$ cat src/design/slid_pkg.sv
`default_nettype none
package slid_pkg;

    localparam int OP_W     = 1;
    localparam int KEY_W    = 32;
    localparam int STATUS_W = 2;
    localparam int COUNT_W  = 7;

    localparam logic [OP_W-1:0] OP_INSERT = 1'b0;
    localparam logic [OP_W-1:0] OP_DELETE = 1'b1;

    localparam logic [STATUS_W-1:0] STATUS_DONE      = 2'd0;
    localparam logic [STATUS_W-1:0] STATUS_NOT_FOUND = 2'd1;
    localparam logic [STATUS_W-1:0] STATUS_EMPTY     = 2'd2;
    localparam logic [STATUS_W-1:0] STATUS_FULL      = 2'd3;

    // Broadcast from the controller to every cell of the chain.
    typedef struct packed {
        logic load;    // register the compare flags against the probe key
        logic commit;  // apply the update this cycle
        logic ins;     // update is an insert
        logic del;     // update is a delete of a found key
    } cell_cmd_t;

endpackage
`default_nettype wire

$ cat src/design/slid_cell.sv
`default_nettype none
module slid_cell #(
    parameter int KEY_BITS = 32,
    parameter int CNT_W    = 7,
    parameter int IDX      = 0
) (
    input  wire logic                clk,
    input  wire logic                rst_n,
    input  wire slid_pkg::cell_cmd_t cmd,
    input  wire logic [KEY_BITS-1:0] probe,
    input  wire logic [CNT_W-1:0]    count,
    input  wire logic [KEY_BITS-1:0] left_key,
    input  wire logic                left_lt,
    input  wire logic [KEY_BITS-1:0] right_key,
    output logic [KEY_BITS-1:0]      key_q,
    output logic [KEY_BITS-1:0]      key_next,
    output logic                     lt_q,
    output logic                     hit_q
);
    import slid_pkg::*;

    localparam logic [CNT_W-1:0] IDX_C = CNT_W'(IDX);

    logic [KEY_BITS-1:0] key_reg;
    logic                lt_reg;
    logic                eq_reg;
    logic                live;

    assign live = (IDX_C < count);

    always_ff @(posedge clk or negedge rst_n)
    begin
        if (!rst_n)
        begin
            lt_reg <= 1'b0;
            eq_reg <= 1'b0;
        end
        else if (cmd.load)
        begin
            lt_reg <= live && ($signed(key_reg) < $signed(probe));
            eq_reg <= live && (key_reg == probe);
        end
    end

    // Cells below the insert or delete point keep their key; the rest shift.
    always_comb
    begin
        key_next = key_reg;
        if (cmd.commit && cmd.ins)
        begin
            if (!lt_reg)
            begin
                key_next = left_lt ? probe : left_key;
            end
        end
        else if (cmd.commit && cmd.del)
        begin
            if (!lt_reg)
            begin
                key_next = right_key;
            end
        end
    end

    always_ff @(posedge clk)
    begin
        key_reg <= key_next;
    end

    assign key_q = key_reg;
    assign lt_q  = lt_reg;
    // This cell is the first not-smaller entry and holds the probe key.
    assign hit_q = eq_reg && !lt_reg && left_lt;

endmodule
`default_nettype wire

$ cat config.mk
export PLATFORM = sky130hd
export DESIGN_NAME = slid_cell
export DESIGN_NICKNAME = d
export VERILOG_FILES = /design/src/design/slid_pkg.sv /design/src/design/slid_cell.sv
export SDC_FILE = /design/constraint.sdc
export NUM_CORES = 1
export LEC_CHECK = 0
export ABC_AREA = 1
export BUFFER_PORTS_ARGS = -buffer_cell sky130_fd_sc_hd__buf_2
export CAP_MARGIN = 10
export CORE_MARGIN = 4
export CORE_UTILIZATION = 43
export CTS_CLUSTER_DIAMETER = 200
export DETAILED_ROUTE_END_ITERATION = 7
export PLACE_DENSITY = 0.8
export SETUP_SLACK_MARGIN = 0.4
export SYNTH_ARGS = -nofsm -noshare
export SYNTH_HDL_FRONTEND = slang
export SYNTH_SLANG_ARGS = --single-unit
export TNS_END_PERCENT = 30
$ cat constraint.sdc
create_clock -name clk -period 1.7 [get_ports clk]
set_clock_uncertainty 0.1 [all_clocks]
set_input_delay 0.34 -clock clk [delete_from_list [all_inputs] [get_ports clk]]
set_output_delay 0.34 -clock clk [all_outputs]
set_load 0.01 [all_outputs]
# After elaboration in Yosys (flattened, before gate mapping)
# Cells that the tools add are included.
[word_totals]
out_inout_bits = 66
wordCells = 18
reg_bits = 34
in_bits = 110
[classes]
mux = 5
reduce_logical = 7
n_eq_ne = 1
n_lt_le_gt_ge = 2
[op_table]
columns = ["cell", "count"]
rows = [
  ["two-way mux 32 bit", 5],
  ["equality test 32 bit", 1],
  ["less-than comparator 32 bit", 1],
  ["less-than comparator 1 x 7 -> 1 bit, first input constant", 1],
  ["logical AND 1 bit", 6],
  ["logical NOT 1 bit", 1],
]

# Logic depth before layout (Yosys ltp)
# Gate-level depths: netlist of the first run.
[depth]
depth_word = 3
depth_mapped = 16
ltp_nobuf = 16

# Worst setup path after synthesis of the first run
# Ideal clock, no wire load.
[synth_timing]
path_type = "register to output"
start = "register lt_reg (netlist: lt_q)"
end = "output key_next[27]"
path_slack_ns = -0.015
path_buffers = 2
t_required_ns = 1.260
path_stages_with_launch = 6
arrival_time_ns = 1.275
path_cell_list = "dfrtp_1 buf_2 clkbuf_1 a211oi_1 a211oi_1 a31oi_1"
[synth_between]
elab_chain_cells = 3
word_cells_on_any_way = 4
cone_classes = "4 x mux"
[synth_rtl]
columns = ["item", "line", "source"]
rows = [
  ["start, declared", "slid_cell.sv:25", "logic lt_reg;"],
  ["start signal, assigned", "slid_cell.sv:40", "lt_reg <= live && ($signed(key_reg) < $signed(probe));"],
  ["two-way mux 32 bit", "slid_cell.sv:58", "if (!lt_reg)"],
  ["two-way mux 32 bit", "slid_cell.sv:56", "else if (cmd.commit && cmd.del)"],
  ["two-way mux 32 bit *", "slid_cell.sv:49", "if (cmd.commit && cmd.ins)"],
  ["end, declared", "slid_cell.sv:16", "output logic [KEY_BITS-1:0] key_next,"],
]
# Every way passes the cells marked *; elsewhere a longest branch is shown, timed or not.

# Worst setup path in the final report of the first run
[layout_timing]
start = "register lt_reg (netlist: lt_q)"
end = "output key_next[24]"
# The elaborated chain is that of the path after synthesis.

==> results of run 1 <==
## logic make-up after synthesis
| logic type | synth area share (%) |
|---|---|
| buf+inv | 10.5 |
| flops | 24.1 |
| simple gates | 18.0 |
| compound gates | 33.6 |
| fa+ha+maj | 13.9 |
## repair_timing
item | CTS | global route
buffers inserted | 2 | 3
hold buffers | 1 | 0
hold endpoints to repair | 2 | 0
gates resized for setup | 64 | 42
pin swaps | 11 | 3
setup endpoints to repair | 85 | 92
## power breakdown
part / leakage [nW] / internal (mW) / switching [mW] / total [mW]
registers: 0.294 / 1.24 / 0.439 / 1.68
logic: 2.23 / 2.83 / 2.92 / 5.75
clock network: 0.0383 / 0.283 / 0.327 / 0.610
## worst max-delay path, cell delays in order, from the launching register on
cell and delay (ns):
dfrtp_4 0.56, buf_12 0.21, a211oi_2 0.26, a211oi_2 0.08
a31oi_4 0.18, buf_2 0.17
## cells in the final DEF (no fill, tap or decap), types with 5 or more instances in the layout
master and count:
a31oi_4 31, buf_2 153, o21ai_0 21, buf_12 10
clkbuf_8 5, nand2_1 57, o21ai_1 15, buf_6 39
a211oi_4 5, nand2_2 11, inv_1 39, dfxtp_2 29
buf_4 60, ha_1 29, nor2_1 41, a21oi_1 15
a211oi_2 57
## through the flow
| step | hold WS, ns | setup WS [ns] |
|---|---|---|
| after CTS | 0.126 | -0.461 |
| final | 0.170 | -0.523 |
| after floorplan | -0.0556 | 0.0841 |
| after global placement | 0.0341 | -0.131 |
| after detailed placement | 0.0362 | -0.169 |
| after global routing | 0.160 | -0.561 |
## cell type report
type	instances	area share, %
Timing Repair Buffer	263	32.6
Clock buffer	7	1.33
Sequential cell	34	12.9
Tap cell	77	1.68
Multi-Input combinational cell	306	48.7
Inverter	43	2.82
## final timing paths
path / endpoint / slack [ns] / depth (start not counted)
max: key_next[24] / -0.52 / 5
min: eq_reg / 0.17 / 2
max reg2reg: lt_q / -0.02 / 10
min reg2reg: key_q[0] / 0.50 / 2
max in group asynchronous: lt_q / 1.11 / 2
min in group asynchronous: eq_reg / 0.28 / 2
## routing by layer
metal	track usage, %	up-vias	part of all wire, %
li1	-	1950	-
met1	32.5	2016	36
met2	59.9	246	52
met3	7.43	50	8.6
met4	10.2	0	3.6
met5	0	-	0
==> impl_metrics.ini, run 1 <==
[final_layout]
drive_gt1_share_pct = 64.2
stdcell_count = 730
fillers = 306
nets = 795
regArea_um2 = 738
fin_util_pct = 89.1
final_area_um2 = 5720
largest_register_ffs = 32
area_growth_pct = 99.4
num_antenna_cells = 0
multi_input_area_um2 = 2790

[routing]
drt.antenna.violating_nets = 0
wl_per_cell_um = 19.0
routed_wl_um = 13900
viasPerCell = 5.84
drt_iter0_markers = 197
first_pass_iters = 5
vias = 4262
drc_errors = 0

[critical_path]
cp.required_ns = 1.26
cp-start-kind = flop
path_class = flop to primary output
cp_max_fo = 45
crit_start = lt_q
reg2reg_from = key_q[29]
crit_arrival_ns = 1.78
end_kind = primary output

[global_routing]
grt_overflow = 0
grt_util_all_layers_pct = 31.0
grt_pass1_wl_um = 20900
grt_max_degree = 46
first_global_vias = 4433
antenna_found_initial = 0

[yosys]
ys_ff_latch = 34
ys_seq_area_share_pct = 24.1
synthTopCellsByCount = nand2_1 (68), a211oi_1 (62), nor2_1 (41)
synthTopCellsByArea = dfxtp_1 (22%), a211oi_1 (16%), ha_1 (14%)
synth_area_um2 = 2870
synthCells = 413
synth_nets = 555
yosysMostFrequentCell = nand2_1
yosys.area.top_type = dfxtp_1
avgSynthCellArea_um2 = 6.95
synth-edff-count = 0
ys_dominant_reg_cell = dfxtp_1
synth_top_area_share_pct = 22.3
synthArstFlopShare_pct = 5.88
ys_warn_count = 0
synthDistinctLibCells = 30

[power]
power.density_nw_per_um2 = 1410
p_leak_nw = 2.57
max-vdd-ir-drop_mv = 0.762
total_power_mw = 8.05

[status]
outcome = complete, but fails checks
violations = setup timing

[timing]
rsz0062_at_grt = yes
finalSetupViolCount = 35
setup_slack_ns = -0.523
fmax_ghz = 0.450
fin_crit_ns = 2.22
slew-limit-headroom_pct = 71.8
finalSetupTns_ns = -14.29
finalHoldViolCount = 0
worstMarginPinSlew_ns = 0.418
fin_crit_sh_pct = 131
drv_slew = 0

[floorplan]
fp.dieW_um = 89.7
die_area_um2 = 8050
dieHeight_um = 89.7
start_util_pct = 44.7
rows = 29
core_um2 = 6420
io_pins = 176

[placed_design]
dp.cells = 717
gp_congestion = 0.872
dp_hpwl_um = 9120
dpl_cell_area_um2 = 5230
port_buffers = 175

[cts]
clk_latency_ns = 0.29
cts_root_buf = clkbuf_8
clk_pin_slew_worst_paths_ns = 0.08
tritoncts = done
clockBufferDepth = 2
h-tree-depth = 2
numCtsBuffers = 5
clock_sinks = 34

[worst_hold_path]
min_from = cmd[3]
hp-class = input port to flop

[run]
max-cap-violations = 0
Note: power is estimated with default switching activity, not from simulation.
==> run 2, diff against run 1 <==
- ABC_AREA: 1 -> not set
- CORE_UTILIZATION: 43 -> 42
- CTS_BUF_LIST: not set -> sky130_fd_sc_hd__clkbuf_8
- CTS_CLUSTER_DIAMETER: 200 -> 120
- PLACE_DENSITY: 0.8 -> 0.83
==> impl_metrics.ini, run 2 <==
[timing]
finalHoldViolCount = 0
fin_crit_ns = 2.27
finalSetupViolCount = 40
fmax_ghz = 0.441
setup_slack_ns = -0.569
drv_slew = 0
rsz0062_at_grt = yes
worstMarginPinSlew_ns = 0.398
fin_crit_sh_pct = 133
slew-limit-headroom_pct = 73.2

[power]
p_leak_nw = 2.29
power.density_nw_per_um2 = 1600
max-vdd-ir-drop_mv = 0.931
total_power_mw = 6.57

[cts]
clockBufferDepth = 2
tritoncts = done
clock_sinks = 34
clk_latency_ns = 0.28
numCtsBuffers = 5
h-tree-depth = 2
cts_root_buf = clkbuf_8
clk_pin_slew_worst_paths_ns = 0.08

[floorplan]
rows = 27
start_util_pct = 43.4
io_pins = 176
die_area_um2 = 7000
dieHeight_um = 83.7
fp.dieW_um = 83.7
core_um2 = 5540

[critical_path]
critPathBufInv = 2
crit_arrival_ns = 1.83
critPathMaxStageDelay_ns = 0.44
crit_path_cell_trace = nor4bb_4 > nor2b_2 > buf_12 > a221o_1 > buf_2
crit_family = flip-flops
cp_max_fo = 16
cp.required_ns = 1.26
path_class = flop to primary output
cp-start-kind = flop
end_kind = primary output
crit_slowest_cell = dfrtp_2

[routing]
first_pass_iters = 4
vias = 2975
viasPerCell = 5.29
drc_errors = 0
wl_per_cell_um = 15.9
drt.antenna.violating_nets = 0
drt_iter0_markers = 112
routed_wl_um = 8950

[final_layout]
largest_register_ffs = 32
area_growth_pct = 70.8
nets = 631
fillers = 432
stdcell_count = 562
final_area_um2 = 4110
final_cell_mix = buf_2 (154), inv_1 (38), buf_6 (38), nor2_1 (35), a221o_1 (33)
drive_gt1_share_pct = 53.3
num_antenna_cells = 0
final_common_cell = buf_2

[yosys]
synthTopCellsByArea = dfxtp_1 (27%), ha_1 (17%), a221o_1 (14%)
synthTopCellsByCount = inv_1 (35), nor2_1 (35), a221o_1 (33)
ys_warn_count = 0
yosys.area.top_type = dfxtp_1
ys_ff_latch = 34
synth_nets = 415
synth_area_um2 = 2400
synth_top_area_share_pct = 26.6
synthCells = 273
synthArstFlopShare_pct = 5.88
synth-edff-count = 0
avgSynthCellArea_um2 = 8.81
ys_dominant_reg_cell = dfxtp_1
synthDistinctLibCells = 29
ys_seq_area_share_pct = 28.7

[placed_design]
port_buffers = 175
gp_congestion = 0.838
dp.cells = 553
dp_hpwl_um = 6910
dpl_cell_area_um2 = 3760

[global_routing]
antenna_found_initial = 0
grt_util_all_layers_pct = 24.0
grt_pass1_wl_um = 14200
grt_overflow = 0
grt_max_degree = 33
first_global_vias = 3188

[status]
violations = setup timing
outcome = complete, but fails checks

[worst_hold_path]
hp-class = input port to flop

[run]
max-cap-violations = 0
-- run 2: cell types whose count changed in the layout (fill, tap and decap cells not counted), sizes merged, moves of 32 or more --
cell / before / now
a221o: 0 / 33
nand2: 70 / 8
buf: 262 / 223
a211oi: 62 / 1
mux2i: 0 / 32
-- run 2: metrics by stage --
stage	utilization [%]	hold WS [ns]	TNS, ns	setup WS, ns
after global routing	74.1	0.159	-21.11	-0.659
final	74.1	0.158	-17.78	-0.569
after detailed placement	67.9	0.0329	-10.33	-0.482
after global placement	67.9	0.0329	-9.04	-0.431
after floorplan	-	-0.0556	-9.65	-0.252
after CTS	72.2	0.153	-18.04	-0.568
-- run 2: cell families after synthesis --
| kind of cell | after synthesis | share of synthesized area [%] |
|---|---|---|
| and+or+nand+nor | 65 | 12.6 |
| adders and majority gates | 32 | 16.6 |
| buffers and inverters | 50 | 8.12 |
| AOI/OAI and AO/OA | 60 | 20.6 |
| DFF | 34 | 28.7 |
| muxes | 32 | 13.3 |
-- run 2: final timing paths --
check / cells after the start / end / slack (ns) / startpoint
max in group asynchronous: 2 / eq_reg / 1.10 / rst_n
max reg2reg: 7 / lt_q / -0.33 / key_q[19]
min: 2 / eq_reg / 0.16 / cmd[3]
min reg2reg: 2 / eq_reg / 0.43 / eq_reg
max: 5 / key_next[4] / -0.57 / lt_q
min in group asynchronous: 2 / lt_q / 0.29 / rst_n
-- run 2: what timing repair did --
item / in CTS / in global routing
endpoints found under the hold margin: 2 / 0
hold buffers: 1 / 0
pin swaps: 5 / 1
resized for setup: 35 / 30
buffers inserted: 0 / 0
setup endpoints to repair: 85 / 93
-- run 2: cell type report --
type | instances | area, um^2 | area share [%]
well taps | 72 | 90.1 | 2.19
flip-flops and latches | 34 | 723 | 17.6
multi-input cells | 189 | 1590 | 38.7
inverters | 35 | 131 | 3.20
clock buffers | 5 | 68.8 | 1.68
clock inverters | 3 | 11.3 | 0.274
repair buffers | 224 | 1490 | 36.3
-- run 2: routing by layer --
layer  part of all wire (%)  vias to the layer above  track usage [%]
met2                     52                      126             44.0
met1                     39                     1391             27.7
met5                      0                        -                0
met4                    2.1                        0             8.48
met3                    6.7                       16             4.34
li1                       -                     1442                -
-- run 2: report_power, final --
part	internal [mW]	switching, mW	total, mW
registers	1.29	0.333	1.62
clock network	0.273	0.289	0.562
logic	2.45	1.94	4.39
total	4.00	2.57	6.57
